<file path="src/sv/bc_pkg.sv">
// Shared types, constants and helpers of the barometer compensation block.
package bc_pkg;

  localparam int unsigned TOffset = 4000;
  localparam int unsigned Half    = 32768;
  localparam int unsigned PScale  = 50000;
  localparam int signed   Mg      = 3038;
  localparam int signed   Mh      = -7357;
  localparam int signed   Mi      = 3791;
  localparam int unsigned DivBits = 32;

  localparam logic [1:0] REG_OSS  = 2'd0;
  localparam logic [1:0] REG_CAL0 = 2'd1;
  localparam logic [1:0] REG_CAL1 = 2'd2;
  localparam logic [1:0] REG_CAL2 = 2'd3;

  typedef struct packed {
    logic        req_type;
    logic [23:0] raw_reading;
  } in_t;

  typedef struct packed {
    logic               result_kind;
    logic signed [15:0] temperature_tenths;
    logic [17:0]        pressure_pa;
    logic               status;
  } out_t;

  typedef enum logic [4:0] {
    T_MUL, T_CHK, T_FIN,
    P_B6, P_M1, P_SQ, P_X2, P_X1, P_X3, P_B3, P_X3B, P_M4, P_B4, P_CHK,
    P_Q, P_M5, P_M6, P_M7, P_X2B, P_FIN
  } step_t;

  typedef struct packed {
    logic  load;
    logic  exec;
    logic  finish;
    step_t step;
  } cmd_t;

  typedef struct packed {
    logic fail;
    logic div_done;
  } sts_t;

  function automatic logic signed [31:0] sext16(input logic [15:0] v);
    sext16 = {{16{v[15]}}, v};
  endfunction

  function automatic logic signed [31:0] zext16(input logic [15:0] v);
    zext16 = {16'd0, v};
  endfunction

endpackage

</file>
<file path="src/sv/bc_div.sv">
// Restoring unsigned divider, one quotient bit per cycle.
module bc_div (
  input  logic        clk,
  input  logic        rst,
  input  logic        start,
  input  logic [31:0] dividend,
  input  logic [31:0] divisor,
  output logic [31:0] quotient,
  output logic        done
);

  logic [31:0] rem;
  logic [31:0] dvs;
  logic [5:0]  cnt;
  logic [32:0] trial;

  assign trial    = {rem, quotient[31]} - {1'b0, dvs};
  assign done     = (cnt == 6'd1);

  always_ff @(posedge clk) begin
    if (rst) begin
      cnt <= '0;
    end else if (start) begin
      cnt <= 6'(bc_pkg::DivBits);
    end else if (cnt != 6'd0) begin
      cnt <= cnt - 6'd1;
    end
  end

  always_ff @(posedge clk) begin
    if (start) begin
      rem      <= '0;
      quotient <= dividend;
      dvs      <= divisor;
    end else if (cnt != 6'd0) begin
      if (!trial[32]) begin
        rem      <= trial[31:0];
        quotient <= {quotient[30:0], 1'b1};
      end else begin
        rem      <= {rem[30:0], quotient[31]};
        quotient <= {quotient[30:0], 1'b0};
      end
    end
  end

endmodule

</file>
<file path="src/sv/bc_ctrl.sv">
// Sequencer that steps the datapath through the compensation formulas.
module bc_ctrl (
  input  logic          clk,
  input  logic          rst,
  input  logic          in_valid,
  input  logic          req_type,
  output logic          in_stall,
  output logic          out_valid,
  input  logic          out_stall,
  input  bc_pkg::sts_t  sts,
  output bc_pkg::cmd_t  cmd
);

  typedef enum logic [2:0] {
    S_IDLE = 3'b001,
    S_CALC = 3'b010,
    S_DIV  = 3'b100
  } state_t;

  state_t        state, state_next;
  bc_pkg::step_t step, step_next;
  logic          out_valid_next;
  logic          is_chk, is_fin, finishing, go, accept;

  assign accept    = in_valid && !in_stall;
  assign in_stall  = (state != S_IDLE);
  assign is_chk    = (step == bc_pkg::T_CHK) || (step == bc_pkg::P_CHK);
  assign is_fin    = (step == bc_pkg::T_FIN) || (step == bc_pkg::P_FIN);
  assign finishing = is_fin || (is_chk && sts.fail);
  assign go        = !finishing || !out_valid || !out_stall;

  always_comb begin
    state_next     = state;
    step_next      = step;
    out_valid_next = out_valid && out_stall;
    cmd.load       = 1'b0;
    cmd.exec       = 1'b0;
    cmd.finish     = 1'b0;
    cmd.step       = step;
    unique case (state)
      S_IDLE: begin
        if (accept) begin
          cmd.load   = 1'b1;
          state_next = S_CALC;
          step_next  = req_type ? bc_pkg::P_B6 : bc_pkg::T_MUL;
        end
      end
      S_CALC: begin
        if (go) begin
          cmd.exec = 1'b1;
          if (finishing) begin
            cmd.finish     = 1'b1;
            out_valid_next = 1'b1;
            state_next     = S_IDLE;
          end else if (is_chk) begin
            state_next = S_DIV;
          end else begin
            step_next = bc_pkg::step_t'(step + 5'd1);
          end
        end
      end
      S_DIV: begin
        if (sts.div_done) begin
          step_next  = bc_pkg::step_t'(step + 5'd1);
          state_next = S_CALC;
        end
      end
      default: state_next = S_IDLE;
    endcase
  end

  always_ff @(posedge clk) begin
    if (rst) begin
      state     <= S_IDLE;
      step      <= bc_pkg::T_MUL;
      out_valid <= 1'b0;
    end else begin
      state     <= state_next;
      step      <= step_next;
      out_valid <= out_valid_next;
    end
  end

endmodule

</file>
<file path="src/sv/bc_dp.sv">
// Datapath: configuration, working registers, shared multiplier and divider.
module bc_dp (
  input  logic          clk,
  input  logic          rst,
  input  logic          cfg_we,
  input  logic [1:0]    cfg_index,
  input  logic [63:0]   cfg_data,
  input  bc_pkg::in_t   in_data,
  input  bc_pkg::cmd_t  cmd,
  output bc_pkg::sts_t  sts,
  output bc_pkg::out_t  out_data
);

  logic [1:0]  oss;
  logic [63:0] cal0, cal1;
  logic [47:0] cal2;

  logic signed [31:0] ac1, ac2, ac3, ac4, ac5, ac6, b1, b2, mc, md;
  assign ac1 = bc_pkg::sext16(cal0[15:0]);
  assign ac2 = bc_pkg::sext16(cal0[31:16]);
  assign ac3 = bc_pkg::sext16(cal0[47:32]);
  assign ac4 = bc_pkg::zext16(cal0[63:48]);
  assign ac5 = bc_pkg::zext16(cal1[15:0]);
  assign ac6 = bc_pkg::zext16(cal1[31:16]);
  assign b1  = bc_pkg::sext16(cal1[47:32]);
  assign b2  = bc_pkg::sext16(cal1[63:48]);
  assign mc  = bc_pkg::sext16(cal2[31:16]);
  assign md  = bc_pkg::sext16(cal2[47:32]);

  logic               kind;
  logic [23:0]        raw;
  logic signed [31:0] b5, b6, sq, x1, x2, x3, b3, pv;
  logic [31:0]        b4, prod;
  logic               negq, shq;

  logic [31:0]        mul_a, mul_b;
  logic               mul_en;
  logic signed [31:0] sprod, den, mcx, t_x2, t_b5, t_val, p_q, p_fin;
  logic [31:0]        up, den_mag, mc_mag, quo, div_num, div_dvs;
  logic               div_start, div_done, fail;
  logic [15:0]        temp_sat;
  logic [17:0]        pres_sat;

  assign sprod   = $signed(prod);
  assign den     = (sprod >>> 15) + md;
  assign den_mag = den[31] ? 32'(-den) : den;
  assign mcx     = mc <<< 11;
  assign mc_mag  = mcx[31] ? 32'(-mcx) : mcx;
  assign up      = 32'(raw >> (4'd8 - {2'b00, oss}));

  always_comb begin
    fail = 1'b0;
    if (cmd.step == bc_pkg::T_CHK) begin
      fail = (den == 32'sd0);
    end else if (cmd.step == bc_pkg::P_CHK) begin
      fail = (b4 == 32'd0);
    end
  end

  assign div_start = cmd.exec && !fail &&
                     ((cmd.step == bc_pkg::T_CHK) || (cmd.step == bc_pkg::P_CHK));
  assign div_num   = (cmd.step == bc_pkg::T_CHK) ? mc_mag :
                     (prod[31] ? prod : {prod[30:0], 1'b0});
  assign div_dvs   = (cmd.step == bc_pkg::T_CHK) ? den_mag : b4;

  bc_div u_div (
    .clk      (clk),
    .rst      (rst),
    .start    (div_start),
    .dividend (div_num),
    .divisor  (div_dvs),
    .quotient (quo),
    .done     (div_done)
  );

  assign sts.fail     = fail;
  assign sts.div_done = div_done;

  assign t_x2  = negq ? -$signed(quo) : $signed(quo);
  assign t_b5  = x1 + t_x2;
  assign t_val = (t_b5 + 32'sd8) >>> 4;
  assign temp_sat = (t_val > 32'sd32767)  ? 16'h7FFF :
                    (t_val < -32'sd32768) ? 16'h8000 : t_val[15:0];

  assign p_q   = shq ? $signed({quo[30:0], 1'b0}) : $signed(quo);
  assign p_fin = pv + ((x1 + x2 + 32'(bc_pkg::Mi)) >>> 4);
  assign pres_sat = p_fin[31]              ? 18'd0 :
                    (p_fin > 32'sd262143)  ? 18'h3FFFF : p_fin[17:0];

  always_comb begin
    mul_en = 1'b1;
    mul_a  = '0;
    mul_b  = '0;
    case (cmd.step)
      bc_pkg::T_MUL: begin
        mul_a = 32'(bc_pkg::zext16(raw[15:0]) - ac6);
        mul_b = ac5;
      end
      bc_pkg::P_M1: begin mul_a = b6;  mul_b = b6; end
      bc_pkg::P_SQ: begin mul_a = ac2; mul_b = b6; end
      bc_pkg::P_X2: begin mul_a = b2;  mul_b = sq; end
      bc_pkg::P_X1: begin mul_a = ac3; mul_b = b6; end
      bc_pkg::P_X3: begin mul_a = b1;  mul_b = sq; end
      bc_pkg::P_M4: begin
        mul_a = ac4;
        mul_b = 32'(x3 + 32'(bc_pkg::Half));
      end
      bc_pkg::P_B4: begin
        mul_a = up - b3;
        mul_b = 32'(bc_pkg::PScale) >> oss;
      end
      bc_pkg::P_M5: begin mul_a = pv >>> 8; mul_b = pv >>> 8; end
      bc_pkg::P_M6: begin mul_a = prod; mul_b = 32'(bc_pkg::Mg); end
      bc_pkg::P_M7: begin mul_a = 32'(bc_pkg::Mh); mul_b = pv; end
      default: mul_en = 1'b0;
    endcase
  end

  always_ff @(posedge clk) begin
    if (rst) begin
      oss  <= '0;
      cal0 <= '0;
      cal1 <= '0;
      cal2 <= '0;
      b5   <= '0;
    end else begin
      if (cfg_we) begin
        unique case (cfg_index)
          bc_pkg::REG_OSS:  oss  <= cfg_data[1:0];
          bc_pkg::REG_CAL0: cal0 <= cfg_data;
          bc_pkg::REG_CAL1: cal1 <= cfg_data;
          bc_pkg::REG_CAL2: cal2 <= cfg_data[47:0];
          default: ;
        endcase
      end
      if (cmd.finish && cmd.step == bc_pkg::T_FIN) begin
        b5 <= t_b5;
      end
    end
  end

  always_ff @(posedge clk) begin
    if (cmd.load) begin
      kind <= in_data.req_type;
      raw  <= in_data.raw_reading;
    end
    if (cmd.exec && mul_en) begin
      prod <= 32'(mul_a * mul_b);
    end
    if (cmd.exec) begin
      case (cmd.step)
        bc_pkg::T_CHK: begin
          x1   <= sprod >>> 15;
          negq <= mcx[31] ^ den[31];
        end
        bc_pkg::P_B6:  b6 <= b5 - 32'(bc_pkg::TOffset);
        bc_pkg::P_SQ:  sq <= sprod >>> 12;
        bc_pkg::P_X2:  x2 <= sprod >>> 11;
        bc_pkg::P_X1:  x1 <= sprod >>> 11;
        bc_pkg::P_X3: begin
          x3 <= (ac1 <<< 2) + x1 + x2;
          x1 <= sprod >>> 13;
        end
        bc_pkg::P_B3: begin
          b3 <= ((x3 <<< oss) + 32'sd2) >>> 2;
          x2 <= sprod >>> 16;
        end
        bc_pkg::P_X3B: x3 <= (x1 + x2 + 32'sd2) >>> 2;
        bc_pkg::P_B4:  b4 <= prod >> 15;
        bc_pkg::P_CHK: shq <= prod[31];
        bc_pkg::P_Q:   pv <= p_q;
        bc_pkg::P_M7:  x1 <= sprod >>> 16;
        bc_pkg::P_X2B: x2 <= sprod >>> 16;
        default: ;
      endcase
    end
    if (cmd.finish) begin
      out_data.result_kind        <= kind;
      out_data.status             <= fail;
      out_data.temperature_tenths <= (!kind && !fail) ? $signed(temp_sat) : 16'sd0;
      out_data.pressure_pa        <= (kind && !fail) ? pres_sat : 18'd0;
    end
  end

endmodule

</file>
<file path="src/sv/barometer_compensation.sv">
// Top level of the barometer compensation block.
//
//   Channel  Direction  Handshake              Payload
//   in       input      in_valid / in_stall    in_data (bc_pkg::in_t)
//   out      output     out_valid / out_stall  out_data (bc_pkg::out_t)
//   cfg      input      cfg_we                 cfg_index, cfg_data
//
// A temperature request and a pressure request each step through their own formulas;
// the 32-bit bit-serial divider dominates; the other steps use the multiplier or plain logic.
// A zero divisor ends a temperature or pressure request at its check step, before the divider starts.
// Reset clears the configuration, the kept B5 term and all control state.
// A finished result waits in the output register; a new request is taken meanwhile,
// and its own completion holds until the previous result has been taken.
module barometer_compensation (
  input  logic          clk,
  input  logic          rst,
  input  logic          in_valid,
  output logic          in_stall,
  input  bc_pkg::in_t   in_data,
  output logic          out_valid,
  input  logic          out_stall,
  output bc_pkg::out_t  out_data,
  input  logic          cfg_we,
  input  logic [1:0]    cfg_index,
  input  logic [63:0]   cfg_data
);

  bc_pkg::cmd_t cmd;
  bc_pkg::sts_t sts;

  bc_ctrl u_ctrl (
    .clk       (clk),
    .rst       (rst),
    .in_valid  (in_valid),
    .req_type  (in_data.req_type),
    .in_stall  (in_stall),
    .out_valid (out_valid),
    .out_stall (out_stall),
    .sts       (sts),
    .cmd       (cmd)
  );

  bc_dp u_dp (
    .clk       (clk),
    .rst       (rst),
    .cfg_we    (cfg_we),
    .cfg_index (cfg_index),
    .cfg_data  (cfg_data),
    .in_data   (in_data),
    .cmd       (cmd),
    .sts       (sts),
    .out_data  (out_data)
  );

endmodule

</file>
<file path="config.mk">
export PLATFORM = sky130hd
export DESIGN_NAME = barometer_compensation
export DESIGN_NICKNAME = d
export VERILOG_FILES = /design/src/sv/bc_pkg.sv /design/src/sv/bc_div.sv /design/src/sv/bc_ctrl.sv /design/src/sv/bc_dp.sv /design/src/sv/barometer_compensation.sv
export SDC_FILE = /design/constraint.sdc
export NUM_CORES = 2
export LEC_CHECK = 0
export ABC_AREA = 1
export BUFFER_PORTS_ARGS = -buffer_cell sky130_fd_sc_hd__buf_4
export CORE_MARGIN = 2
export CORE_UTILIZATION = 35
export DETAILED_ROUTE_END_ITERATION = 10
export GPL_TIMING_DRIVEN = 1
export PLACE_DENSITY_LB_ADDON = 0.12
export SLEW_MARGIN = 40
export SYNTH_ARGS = -nofsm -noshare
export SYNTH_HDL_FRONTEND = slang
export SYNTH_HIERARCHICAL = 1
export SYNTH_SLANG_ARGS = --single-unit
</file>
<file path="constraint.sdc">
create_clock -name clk -period 11.1 [get_ports clk]
set_input_delay 0.555 -clock clk [delete_from_list [all_inputs] [get_ports clk]]
set_output_delay 0.555 -clock clk [all_outputs]
set_load 0.02 [all_outputs]
</file>
Word level (Yosys, flattened, before mapping)

Cells that the tools add are included.

Register bits after elaboration: 643
Input port bits: 96
Output and inout bits: 38
Logic and storage cells: 197

Add/sub/neg operators: 21
Multipliers: 1
Order comparisons: 3
Equality and inequality tests: 33
Shifts and indexed selects: 3
Mux-type cells: 45
Bitwise logic cells: 3
Reductions and logical operators: 54

Operators by type and width:

| kind                                                            | count |
|---|---|
| one-hot mux 32 bit (11 select lines)                            | 1 |
| 2-to-1 mux 32 bit                                               | 8 |
| one-hot mux 32 bit (8 select lines)                             | 1 |
| one-hot mux 32 bit (2 select lines)                             | 2 |
| one-hot mux 32 bit (4 select lines)                             | 1 |
| adder 32 bit                                                    | 3 |
| adder 32 x 3 -> 32 bit, second input constant                   | 2 |
| logical NOT 32 bit                                              | 2 |
| equality test 5 x 4 -> 1 bit, second input constant             | 8 |
| subtractor 33 x 32 -> 33 bit                                    | 1 |
| adder 18 x 32 -> 32 bit                                         | 1 |
| adder 32 x 13 -> 32 bit, second input constant                  | 1 |
| adder 32 x 16 -> 32 bit, second input constant                  | 1 |
| adder 32 x 28 -> 32 bit                                         | 1 |
| adder 32 x 5 -> 32 bit, second input constant                   | 1 |
| greater-than comparator 32 x 19 -> 1 bit, second input constant | 1 |
| multiplier 32 x 32 -> 32 bit                                    | 1 |
| negator 18 -> 32 bit                                            | 1 |
| negator 27 -> 32 bit                                            | 1 |
| negator 32 bit                                                  | 1 |
| right shift 16 x 2 -> 32 bit, first input constant              | 1 |
| right shift 24 x 4 -> 32 bit                                    | 1 |
| <<< shifter 32 x 2 -> 32 bit                                    | 1 |
| subtractor 32 x 12 -> 32 bit, second input constant             | 1 |
| other kinds (50)                                                | 120 |

Depth between registers and ports, before layout

Word-level depth: 13
Depth in mapped cells: 57

Modules after synthesis

The synthesis kept the hierarchy.

Modules (own cells, without submodules):

| module  | instances | cells each | area an instance (um2) | seq. area each (um2) |
|---|---|---|---|---|
| bc_dp   | 1         | 7,329      | 52,954.5               | 12,892.4 |
| bc_div  | 1         | 1,072      | 7,066.8                | 2,682.6 |
| bc_ctrl | 1         | 104        | 661.9                  | 180.2 |

Worst setup path after synthesis

OpenSTA, ideal clock, no wires.

Kind: register -> register
Start point: register u_dp.oss[1]
End point: register u_dp.prod[31] (data pin)
Library setup time: 253 ps
Data arrival time: 10,294 ps
Data required time: 10,847 ps
Setup slack: 553 ps
Cell stages (with the launch flop): 50
Path buffers: 8
Cell sequence: dfxtp_1 > buf_2 > inv_1 > clkbuf_1 > clkbuf_1 > buf_1 > ha_1 > clkbuf_1 > inv_1 > clkbuf_1 > o21ai_0 > nand2_1 > o21ai_0 > ha_1 > fa_1 > inv_1 > nand3_1 > nand2_1 > (+14 left out) > fa_1 > inv_1 > fa_1 > inv_1 > fa_1 > fa_1 > inv_1 > fa_1 > inv_1 > ha_1 > nand2_1 > nor3_1 > nand2_1 > o2111ai_1 > xnor2_1 > inv_1 > nand3_1 > nand2_1

Longest elaborated chain between the ends: 5

RTL lines:

| what                                 | line         | text |
|---|---|---|
| from (decl)                          | bc_dp.sv:14  | `logic [1:0] oss;` |
| from (signal assigned)               | bc_dp.sv:129 | `bc_pkg::REG_OSS: oss <= cfg_data[1:0];` |
| subtractor 4 x 2 -> 4 bit            | bc_dp.sv:49  | `assign up = 32'(raw >> (4'd8 - {2'b00, oss}));` |
| right shift 24 x 4 -> 32 bit         | bc_dp.sv:49  |  |
| subtractor 32 bit                    | bc_dp.sv:109 | `mul_a = up - b3;` |
| one-hot mux 32 bit (11 select lines) | bc_dp.sv:94  | `case (cmd.step)` |
| multiplier 32 x 32 -> 32 bit (*)     | bc_dp.sv:148 | `prod <= 32'(mul_a * mul_b);` |
| to (signal assigned)                 | bc_dp.sv:148 |  |
| to (decl)                            | bc_dp.sv:33  | `logic [31:0] b4, prod;` |

Mark *: on every way between the ends. The rest lies on a longest branch, timed or not.
A chain may end at the register's enable or synchronous reset.

Worst setup path in the final report

Start point: register u_dp.oss[0]
End point: register u_dp.prod[30] (data pin)

Same word-level chain as after synthesis.

==> results.md <==
* Power density over the cells at 184.4 mW/mm^2
* Highest layer used for signal routing: met5
* Met1 WL at 114.8 mm
* Core footprint at 0.1719 mm^2
* Number of library cell types mapped by synthesis at 69
* Final layout net count at 9523
* Outcome: complete, no violations
* Initial core utilization at 0.3530
* Vias in the first global route at 55220
* Post-synth top cells: 2241 x sky130_fd_sc_hd__nand2_1, 1610 x sky130_fd_sc_hd__inv_1, 778 x sky130_fd_sc_hd__nor2_1
* 1st-pass router iterations at 8
* Grt total ovfl at 0
* Maximum net fanout on the critical path at 21
* Maximum resistive drop on vdd at 0.1135 mV
* Floorplan die width at 420.4 um
* Gate count of the mapped netlist at 8505
* Cell Int Power at 6.351 mW
* Element type at the critical path start: flip-flop
* Number of core rows at 152
* Cells taking the most area after synthesis: sky130_fd_sc_hd__edfxtp_1 18%, sky130_fd_sc_hd__fa_1 14%, sky130_fd_sc_hd__nand2_1 14%, sky130_fd_sc_hd__inv_1 10%, sky130_fd_sc_hd__dfxtp_1 8.0%
* Post-DR wirelength/cell at 22.93 um
* Worst path arrival time at 10.86 ns
* Hold Violations, Final at 0
* Share of total power in the clock network at 0.211
* Flop and latch count out of synthesis at 605
* Global-route wire length before repair at 369.5 mm
* Unrepaired setup endpoints after global routing: no
* Number of enable-type register cells in the synthesized netlist at 364
* Switching power at 6.168 mW
* Final setup vio count at 0
* Die area at 0.1767 mm^2
* Antenna Nets Post-Route at 0
* Power share of the combinational group at 0.548
* Achievable Freq at 0.09585 GHz
* Worst-skew pair later-pin latency at 0.73 ns
* Clk sink count at 605
* Clock skew after layout at 0.05180 ns
* Met3 routed wirelength at 17.33 mm
* Max Transition Viols Final at 0
* HPWL after detailed placement at 204.6 mm
* Sequential share of the synthesized area at 0.2596
* Type of the worst setup path: reg2reg
* Slowest cell delay on critical path at 0.56 ns
* DRC at 0
* Switching share of power at 0.4927
* Vias per inst at 5.147
* Root cell of the clock tree: sky130_fd_sc_hd__clkbuf_16
* Proportion of netlist area held by the largest area contributor at 0.1801
* H-tree Lvls at 3
* GRT Resource Usage Total at 0.2847
* Seq pwr share at 0.241
* Number of buffers created by CTS at 76
* Leak Pwr at 34.01 nW
* Primary FF master, synth: sky130_fd_sc_hd__edfxtp_1
* Pin count of the biggest net entering global routing at 80
* Via count of the routed design at 56790
* Setup crit end kind: flip-flop
* Vertical die dimension at 420.4 um
* Final Cycle Share at 0.9399
* Clock transition at the registers of the reported paths at 0.06 ns
* Number of post-CTS setup repair buffers at 0
* Worst hold margin at 0.07984 ns
* Hold Crit Class: in2reg
* Yosys top cell by area: sky130_fd_sc_hd__edfxtp_1
* Routability congestion estimate from global placement at 0.9952
* CTS Buffer Depth at 3
* Critical path's top delay family: adder cells
* Count of buffers inserted at the top-level ports at 133
* Final critical delay including setup and external delays at 10.43 ns
* Warnings from Yosys at 6
* Most frequent cell after synthesis: sky130_fd_sc_hd__nand2_1
* Num ports at 134
* Final setup TNS at 0 ns
* Area added between synthesis and finish at 11.87%
* TritonCTS clock tree: built
* Mapped Avg Cell Area at 7.135 um^2
* Iteration-0 DRC Markers at 5466
* Initial antenna violation count at 15
* Number of buffer and inverter instances along the worst setup path at 10
* FFs w/ async S/R, synth at 0
* Transition at the pin with the smallest max-transition slack at 0.9179 ns
* Maxcap violations at 0
* Routed met2 length at 110.1 mm
* Fraction of layout cells with a size suffix above 1 at 0.07053
* Data required, critical path at 11.52 ns
* Critical-path top delay cell: sky130_fd_sc_hd__fa_1
* Total wirelength of the detailed-routed design at 253.0 mm
* Tightest slew margin relative to the limit at 0.3860
* Synthesized cell area at 0.06068 mm^2
## metal layers
metal,up-vias,track usage
met4,2,0.1073
met2,2030,0.4403
li1,26970,-
met5,-,0
met3,377,0.04172
met1,27410,0.4003
## flip-flops by register name, indices dropped and copies added, names as in the netlist, 32 cells and up
register	flops
u_dp/cal0	64
u_dp/cal1	64
u_dp/out_data	36
u_dp/b5	32
u_dp/b6	32
u_dp/cal2	32
u_dp/prod	32
u_dp/pv	32
u_dp/u_div/dvs	32
u_dp/u_div/quotient	32
u_dp/u_div/rem	32
u_dp/x3	32
## placed cells by master (no fill, tap or decap), types with 11 or more instances in the layout
cell type and n:
sky130_fd_sc_hd__o21bai_1 11, sky130_fd_sc_hd__nand2_1 2241, sky130_fd_sc_hd__nor2_1 767, sky130_fd_sc_hd__nor4_1 22, sky130_fd_sc_hd__ha_1 336, sky130_fd_sc_hd__nor3_1 86, sky130_fd_sc_hd__nor2_2 30, sky130_fd_sc_hd__o211ai_1 48
sky130_fd_sc_hd__conb_1 18, sky130_fd_sc_hd__o21ai_0 505, sky130_fd_sc_hd__o22ai_1 36, sky130_fd_sc_hd__a21oi_1 385, sky130_fd_sc_hd__or2_2 15, sky130_fd_sc_hd__buf_4 283, sky130_fd_sc_hd__edfxtp_1 364, sky130_fd_sc_hd__clkinv_2 22
sky130_fd_sc_hd__nand3b_1 47, sky130_fd_sc_hd__clkbuf_16 78, sky130_fd_sc_hd__nand4_1 98, sky130_fd_sc_hd__fa_1 435, sky130_fd_sc_hd__nor2_4 11, sky130_fd_sc_hd__dlygate4sd3_1 25, sky130_fd_sc_hd__nand2_2 30, sky130_fd_sc_hd__xnor2_1 63
sky130_fd_sc_hd__nand3_1 401, sky130_fd_sc_hd__dfxtp_1 240, sky130_fd_sc_hd__xor2_1 218, sky130_fd_sc_hd__nor3_2 13, sky130_fd_sc_hd__a31oi_1 24, sky130_fd_sc_hd__inv_2 27, sky130_fd_sc_hd__inv_1 1604, sky130_fd_sc_hd__a21o_1 14
sky130_fd_sc_hd__o21ai_1 14, sky130_fd_sc_hd__nand3_2 19, sky130_fd_sc_hd__clkinv_1 12
## power by group through the flow
stage          combinational, mW  clock [mW]  sequential, mW
2_1_floorplan               4.47           0            2.98
3_3_place_gp                6.78           0            3.06
3_5_place_dp                6.80           0            3.06
6_report                    6.86        2.64            3.02
4_1_cts                     6.86        2.69            3.02
5_1_grt                     7.66        2.78            3.04
## area by class of cell
class                           count  area, um^2
Tap cell                         2310        2890
Fill cell                       18270      104000
Antenna cell                        3       7.507
Multi-Input combinational cell   6017       37880
Clock buffer                       90        2047
Clock inverter                     52       556.8
Inverter                         1635        6141
Timing Repair Buffer              321        2611
Sequential cell                   605       15760
## worst paths after layout
check                           depth (start not counted)          from            end  slack [ns]
worst min register to register                          0    u_dp/b5[1]     u_dp/b6[1]        0.43
worst max register to register                         41   u_dp/oss[0]  u_dp/prod[30]        0.67
worst max-delay path                                   41   u_dp/oss[0]  u_dp/prod[30]        0.67
worst min-delay path                                    3  cfg_data[49]  u_dp/cal1[49]        0.08
## through the flow
stage | setup WS [ns] | std cells | instance area, um^2 | total power [mW] | utilization
floorplan | 0.5530 | 8522 | 60750 | 7.445 | -
global placement | 0.8227 | 10860 | 64800 | 9.840 | 0.3769
detailed placement | 0.6200 | 10860 | 64970 | 9.861 | 0.3779
CTS | 0.5788 | 11030 | 67820 | 12.57 | 0.3945
global route | 0.03125 | 11030 | 67880 | 13.48 | 0.3948
finish | 0.6675 | 11030 | 67890 | 12.52 | 0.3949
## worst reg2reg max path, delay by kind of cell, from the launching register on
family                     cells  cell delay, ns
muxes                          1            0.17
buffers and inverters         10            1.15
and+or+nand+nor               12            1.75
AOI/OAI and AO/OA              6            1.23
DFF                            1            0.54
adders and majority gates     11            5.15
xor gates and xnor gates       1            0.17
## timing repair
item / in CTS / in global routing
hold buffers: 25 / 0
hold endpoints to repair: 25 / 0
setup endpoints to repair: 0 / 3
resized for setup: 0 / 4
## cell families after synthesis
logic type,synth area share
DFF,0.2596
xor gates and xnor gates,0.04151
and+or+nand+nor,0.2639
buffers and inverters,0.1200
muxes,0.0004949
AOI/OAI and AO/OA,0.1016
other,0.00006180
adders and majority gates,0.2128
(Power assumes the default switching activity.)
